===== src/sv/gpr_pkg.sv =====
// gpr_pkg: shared types and constants for the grid path reachability block
// command codes, field widths and the controller/datapath command and status structs
// no dependencies
package gpr_pkg;

  // field widths fixed by the interface
  localparam int CMD_W  = 2;
  localparam int CELL_W = 6;
  localparam int REG_W  = 7;
  localparam int IDX_W  = 1;
  // wide enough for any saturated grid size up to 1024
  localparam int SIZE_W = 11;

  localparam logic [REG_W-1:0] GRID_SIZE_RESET = 7'd64;

  // item command codes
  localparam logic [CMD_W-1:0] CMD_CLEAR = 2'd0;
  localparam logic [CMD_W-1:0] CMD_MARK  = 2'd1;
  localparam logic [CMD_W-1:0] CMD_EVAL  = 2'd2;

  // configuration register indexes
  localparam logic [IDX_W-1:0] CFG_GRID_ROWS = 1'd0;
  localparam logic [IDX_W-1:0] CFG_GRID_COLS = 1'd1;

  // controller to datapath
  typedef struct packed {
    logic row_clr;   // row counter back to zero
    logic row_inc;   // advance row counter
    logic col_clr;   // column counter back to zero
    logic wipe;      // write an all-open row at the row counter
    logic mark;      // block the addressed cell if it lies inside the active grid
    logic rd;        // fetch the row at the row counter
    logic step;      // evaluate one cell and advance the column counter
    logic load_out;  // capture the final reach bit into the output register
  } gpr_cmd_t;

  // datapath to controller
  typedef struct packed {
    logic row_last_max;  // row counter at the last physical row
    logic row_last;      // row counter at the last active row
    logic col_last;      // column counter at the last active column
  } gpr_stat_t;

endpackage


===== src/sv/gpr_ctrl.sv =====
// gpr_ctrl: sequencer for clear sweeps, marks and the row-by-row evaluate walk
// owns the input stall and the output valid
// depends on gpr_pkg
module gpr_ctrl (
  input  logic                       clk,
  input  logic                       rst_n,
  input  logic                       in_valid,
  output logic                       in_stall,
  input  logic [gpr_pkg::CMD_W-1:0]  in_cmd,
  output logic                       out_valid,
  input  logic                       out_stall,
  output gpr_pkg::gpr_cmd_t          cmd,
  input  gpr_pkg::gpr_stat_t         stat
);
  import gpr_pkg::*;

  typedef enum logic [2:0] {
    ST_CLEAR,
    ST_IDLE,
    ST_READ,
    ST_CELL,
    ST_DONE
  } state_t;

  state_t state_r;
  state_t state_nxt;
  logic   out_valid_r;
  logic   out_valid_nxt;
  logic   accept;
  logic   out_free;

  assign accept   = in_valid && (state_r == ST_IDLE);
  assign out_free = !out_valid_r || !out_stall;

  // next state and datapath commands
  always_comb begin
    state_nxt     = state_r;
    out_valid_nxt = out_valid_r && out_stall;
    cmd           = '0;
    unique case (state_r)
      ST_CLEAR: begin
        cmd.wipe = 1'b1;
        if (stat.row_last_max) begin
          cmd.row_clr = 1'b1;
          state_nxt   = ST_IDLE;
        end else begin
          cmd.row_inc = 1'b1;
        end
      end
      ST_IDLE: begin
        if (accept) begin
          unique case (in_cmd)
            CMD_CLEAR: state_nxt = ST_CLEAR;
            CMD_MARK:  cmd.mark  = 1'b1;
            CMD_EVAL:  state_nxt = ST_READ;
            default:   state_nxt = ST_IDLE;
          endcase
        end
      end
      ST_READ: begin
        cmd.rd      = 1'b1;
        cmd.col_clr = 1'b1;
        state_nxt   = ST_CELL;
      end
      ST_CELL: begin
        cmd.step = 1'b1;
        if (stat.col_last) begin
          cmd.col_clr = 1'b1;
          if (stat.row_last) begin
            cmd.row_clr = 1'b1;
            state_nxt   = ST_DONE;
          end else begin
            cmd.row_inc = 1'b1;
            state_nxt   = ST_READ;
          end
        end
      end
      ST_DONE: begin
        if (out_free) begin
          cmd.load_out  = 1'b1;
          out_valid_nxt = 1'b1;
          state_nxt     = ST_IDLE;
        end
      end
      default: state_nxt = ST_IDLE;
    endcase
  end

  // state and output valid; reset starts a clearing pass over the map
  always_ff @(posedge clk) begin
    if (!rst_n) begin
      state_r     <= ST_CLEAR;
      out_valid_r <= 1'b0;
    end else begin
      state_r     <= state_nxt;
      out_valid_r <= out_valid_nxt;
    end
  end

  assign in_stall  = (state_r != ST_IDLE);
  assign out_valid = out_valid_r;

endmodule


===== config.mk =====
export PLATFORM = sky130hd
export DESIGN_NAME = gpr_ctrl
export DESIGN_NICKNAME = d
export VERILOG_FILES = /design/src/sv/gpr_pkg.sv /design/src/sv/gpr_ctrl.sv
export SDC_FILE = /design/constraint.sdc
export NUM_CORES = 1
export LEC_CHECK = 0
export ABC_AREA = 0
export BUFFER_PORTS_ARGS = -buffer_cell sky130_fd_sc_hd__buf_4
export CORE_AREA = 5 5 42 44
export CTS_BUF_LIST = sky130_fd_sc_hd__clkbuf_4 sky130_fd_sc_hd__clkbuf_8
export DETAILED_ROUTE_END_ITERATION = 12
export DIE_AREA = 0 0 47 49
export GPL_ROUTABILITY_DRIVEN = 1
export SYNTH_ARGS = -nofsm -noshare
export SYNTH_HDL_FRONTEND = slang
export SYNTH_SLANG_ARGS = --single-unit

===== constraint.sdc =====
create_clock -name clk -period 1.5 [get_ports clk]
set_input_delay 0.15 -clock clk [delete_from_list [all_inputs] [get_ports clk]]
set_output_delay 0.15 -clock clk [all_outputs]
set_load 0.005 [all_outputs]

# Word level (Yosys, flattened, before mapping)
# Index checks and enable logic that the tools add are counted.
[word_totals]
word_cells = 46
register_bits = 4
output_inout_bits = 10
input_bits = 9
[op_classes]
muxes = 24
n_eq_ne = 12
n_reduce_logical = 8
[ops]
columns = ["operator", "count"]
rows = [
  ["3-bit 2-to-1 mux", 6],
  ["3-bit one-hot mux with 5 select lines", 1],
  ["1-bit 2-to-1 mux", 14],
  ["2-bit inequality test (second input constant)", 5],
  ["3-bit one-hot mux with 3 select lines", 1],
  ["3-bit by 2-bit == test with 1-bit output (second input constant)", 2],
  ["5-bit AND reduction", 1],
  ["2-bit one-hot mux with 2 select lines", 1],
  ["3-bit by 1-bit == test with 1-bit output (second input constant)", 1],
  ["3-bit == test (second input constant)", 1],
  ["3-bit logical NOT", 1],
  ["3-bit by 1-bit inequality test with 1-bit output (second input constant)", 1],
  ["2-bit by 1-bit == test with 1-bit output (second input constant)", 1],
  ["2-bit == test (second input constant)", 1],
  ["1-bit logical AND", 2],
  ["1-bit logical NOT", 2],
  ["2-bit logical NOT", 1],
  ["1-bit one-hot mux with 2 select lines", 1],
  ["1-bit logical OR", 1],
]

# Longest topological paths before layout
[logic_depth]
word_depth = 4
depth_mapped = 5
mapped_depth_nobuf = 4

# Least setup slack after synthesis
# OpenSTA, ideal clock, no wires.
[synth_path]
path_kind = "register to register"
startpoint = "register state_r[0]"
endpoint = "register state_r[0]"
arrival_ns = 1.022
slack_ns = 0.357
setup_time_ns = 0.121
path_stages_with_launch = 5
path_buffers = 0
required_ns = 1.379
cell_sequence = "dfxtp_1 > or3b_1 > a21oi_2 > a21o_2 > o21ai_2"
[synth_via]
elab_chain_len = 4
elab_cells_between_ends = 13
[synth_rtl]
columns = ["item", "line_no", "source"]
rows = [
  ["from (decl)", "gpr_ctrl.sv:25", "state_t state_r;"],
  ["from (signal assigned)", "gpr_ctrl.sv:95", "state_r <= state_nxt;"],
  ["3-bit by 1-bit == test with 1-bit output", "gpr_ctrl.sv:32, gpr_ctrl.sv:40", ""],
  ["1-bit logical AND", "gpr_ctrl.sv:32", "assign accept = in_valid && (state_r == ST_IDLE);"],
  ["2-bit inequality test (no line)", "n/a", ""],
  ["5-bit AND reduction (no line)", "n/a", ""],
]
# Several ways; a longest one is shown, not always the timed one.
# A chain may end at the register's enable or synchronous reset.

==> load_flow_metrics.sql <==
INSERT INTO impl_metrics (metric_group, metric, value, unit) VALUES
('timing', 'final_clock_period_utilization_by_the_worst_path', '91.67', '%'),
('route', 'drtIter0Drc', '3', ''),
('placed_design', 'place.detailed.hpwl', '746', 'microns'),
('floorplanning', 'die-area', '2303', 'sq um'),
('clock_tree', 'clock_edge_transition_at_the_registers_on_the_reported_setup_and_hold_paths', '40', 'ps'),
('final_layout', 'n_antenna_cell', '0', ''),
('synth', 'synth_flop_cell', 'sky130_fd_sc_hd__dfxtp_1', ''),
('clock_tree', 'cts_setup_buffers', '0', ''),
('synth', 'synthesis.yosys.warnings', '0', ''),
('timing', 'timing.setup.tns', '0', 'ps'),
('power_and_ir_drop', 'swShare', '28.83', '%'),
('hold_path', 'hold_class', 'in -> reg', ''),
('route', 'drt-wirelength-per-cell', '11.19', 'microns'),
('global_route', 'remaining_global_route_overflow', '0', ''),
('floorplanning', 'die_y', '49', 'microns'),
('synth', 'post-synth-top-area-fraction', '23.36', '%'),
('route', 'route.antenna.remaining_nets', '0', ''),
('setup_path', 'maximum_fanout_encountered_on_the_critical_timing_path', '9', ''),
('setup_path', 'ff2ff_setup_slack', '240', 'ps'),
('synth', 'synth_edf_count', '0', ''),
('synth', 'synth_top_area_cell', 'sky130_fd_sc_hd__dfxtp_1', ''),
('clock_tree', 'clock_network_latency_to_the_later_pin_of_the_worst_skew_pair', '230', 'ps'),
('flow_run', 'drv_cap', '0', ''),
('power_and_ir_drop', 'sequentialPowerShare', '31.7', '%'),
('timing', 'hold_ws', '203.5', 'ps'),
('setup_path', 'timing.setup.critical_path_class', 'reg -> out', ''),
('global_route', 'grt_first_pass_wirelength', '1566', 'microns'),
('power_and_ir_drop', 'p_switching', '0.1146', 'mW'),
('power_and_ir_drop', 'power_per_cell_area', '742.3', 'nW/um^2'),
('final_layout', 'multi_input_comb_area', '260.3', 'sq um'),
('final_layout', 'nFillCells', '160', ''),
('synth', 'synth.lib_cells_used.distinct', '28', ''),
('final_layout', 'design.final.nets', '78', ''),
('global_route', 'maximum_number_of_pins_on_one_net_before_global_route_repair', '12', ''),
('timing', 'final_hold_viol_count', '0', ''),
('synth', 'netlist_area', '342.8', 'sq um'),
('clock_tree', 'htree_num_levels', '1', ''),
('synth', 'postSynthCellCount', '48', ''),
('timing', 'min_period', '1375', 'ps'),
('clock_tree', 'total_clock_buffers_created_by_cts', '3', ''),
('timing', 'setup_repair_after_global_routing_missed_its_margin', 'false', ''),
('synth', 'ys_seq_elements', '4', ''),
('synth', 'synth_nets', '57', ''),
('timing', 'final.setup_skew', '4.921', 'ps'),
('clock_tree', 'tritoncts', 'done', ''),
('global_route', 'grt_pass1_vias', '376', ''),
('timing', 'timing.fmax', '0.7273', 'GHz'),
('global_route', 'grt_antenna_before_repair', '0', ''),
('timing', 'worst_slew_margin_rel', '84.59', '%'),
('synth', 'synth_area_leaders', 'sky130_fd_sc_hd__dfxtp_1, sky130_fd_sc_hd__nand2_1, sky130_fd_sc_hd__nand2b_1, sky130_fd_sc_hd__or3b_1, sky130_fd_sc_hd__buf_2', ''),
('final_layout', 'area.sequential', '86.33', 'sq um'),
('synth', 'avg_inst_size_synth', '7.142', 'sq um'),
('placed_design', 'gp_congestion', '0.7137', ''),
('run_status', 'result_of_the_run', 'finished clean', ''),
('power_and_ir_drop', 'peakVddDrop', '0.4459', 'mV'),
('setup_path', 'worstPathRequired', '1350', 'ps'),
('final_layout', 'final_cell_area', '535.5', 'sq um'),
('route', 'first_pass_iters', '3', ''),
('setup_path', 'cp.arrival', '1230', 'ps'),
('placed_design', 'placed_cell_area', '490.5', 'sq um'),
('route', 'vias', '395', ''),
('timing', 'setup_viol', '0', ''),
('timing', 'report.final.slew_viol_count', '0', ''),
('route', 'vias_per_cell', '4.759', ''),
('floorplanning', 'core_region_area', '1401', 'sq um'),
('synth', 'synth.most_common_cell', 'sky130_fd_sc_hd__nand2_1', ''),
('clock_tree', 'cts_root_buf', 'sky130_fd_sc_hd__clkbuf_4', ''),
('synth', 'synthArstFlopShare', '0', '%'),
('clock_tree', 'clockBufferDepth', '2', ''),
('floorplanning', 'initial_utilization', '24.46', '%'),
('floorplanning', 'number_of_top_level_pins', '19', '');
## worst paths after layout
check                  start         end  cells after the start
hold reg to reg    out_valid   out_valid                      2
setup reg to reg  state_r[2]  state_r[0]                      4
setup / recovery  state_r[0]      cmd[6]                      5
hold / removal         rst_n  state_r[2]                      2
## critical path, cell delays in order, from the launching register on
cell and delay [ps]:
sky130_fd_sc_hd__dfxtp_2 350, sky130_fd_sc_hd__buf_4 170, sky130_fd_sc_hd__nor3_4 200, sky130_fd_sc_hd__nand2b_1 70
sky130_fd_sc_hd__o21ai_0 70, sky130_fd_sc_hd__buf_4 130
## state kept, by name, summed over array words and instances, names as in the netlist
name	flops
out_valid	1
state_r	3
## what timing repair did
action	in CTS	in global routing
hold buffers	0	0
endpoints found under the setup margin	2	3
resized for setup	2	5
cloned	0	0
## layout make-up
type | count | share of cell area, %
Multi-Input combinational cell | 40 | 48.60
Timing Repair Buffer | 19 | 26.64
Sequential cell | 4 | 16.12
Clock buffer | 3 | 4.206
Tap cell | 16 | 3.738
Inverter | 1 | 0.7009
## per-stage QoR
| step | utilization [%] | std cells | setup WS, ps |
|---|---|---|---|
| 4_1_cts | 37.05 | 83 | 25.08 |
| 2_1_floorplan | - | 48 | 356.7 |
| 3_3_place_gp | 35.00 | 80 | 198.2 |
| 5_1_grt | 38.21 | 83 | 14.67 |
| 3_5_place_dp | 35.00 | 80 | 183.2 |
| 6_report | 38.21 | 83 | 125.0 |
## cell usage in the layout, fill, tap and decap left out, drive strengths merged
| cell | count |
|---|---|
| nand2b | 4 |
| buf | 19 |
| nand3 | 1 |
| or3b | 2 |
| clkbuf | 3 |
| and4 | 1 |
| nand4b | 1 |
| nor3 | 2 |
| a21boi | 2 |
| o211ai | 1 |
| inv | 1 |
| nor3b | 1 |
| nand3b | 1 |
| nor2 | 5 |
| nand2 | 7 |
| a21o | 2 |
| a21oi | 3 |
| a31oi | 1 |
| nand4 | 2 |
| nor2b | 1 |
| o21ai | 3 |
| dfxtp | 4 |
## cell families (layout without fill, tap and decap cells)
family | count (synthesis) | count (layout) | share of synthesized area, %
AO/OA/AOI/OAI | 12 | 12 | 24.09
buffers and inverters | 4 | 23 | 5.472
flip-flops | 4 | 4 | 23.36
AND/OR/NAND/NOR | 28 | 28 | 47.08
## power by group through the flow
stage | clock [mW] | sequential, mW | combinational (mW)
2_1_floorplan | 0 | 0.118 | 0.0750
3_3_place_gp | 0 | 0.126 | 0.131
6_report | 0.133 | 0.126 | 0.139
5_1_grt | 0.149 | 0.127 | 0.155
4_1_cts | 0.143 | 0.125 | 0.135
3_5_place_dp | 0 | 0.126 | 0.132
## per-layer routing
metal,track usage [%],vias up,part of all wire (%)
met3,2.583,0,8.1
li1,-,212,-
met1,12.06,172,45
met2,12.22,11,47
met4,6.912,0,0
met5,0,-,0
Note: power is estimated with default switching activity, not from simulation.
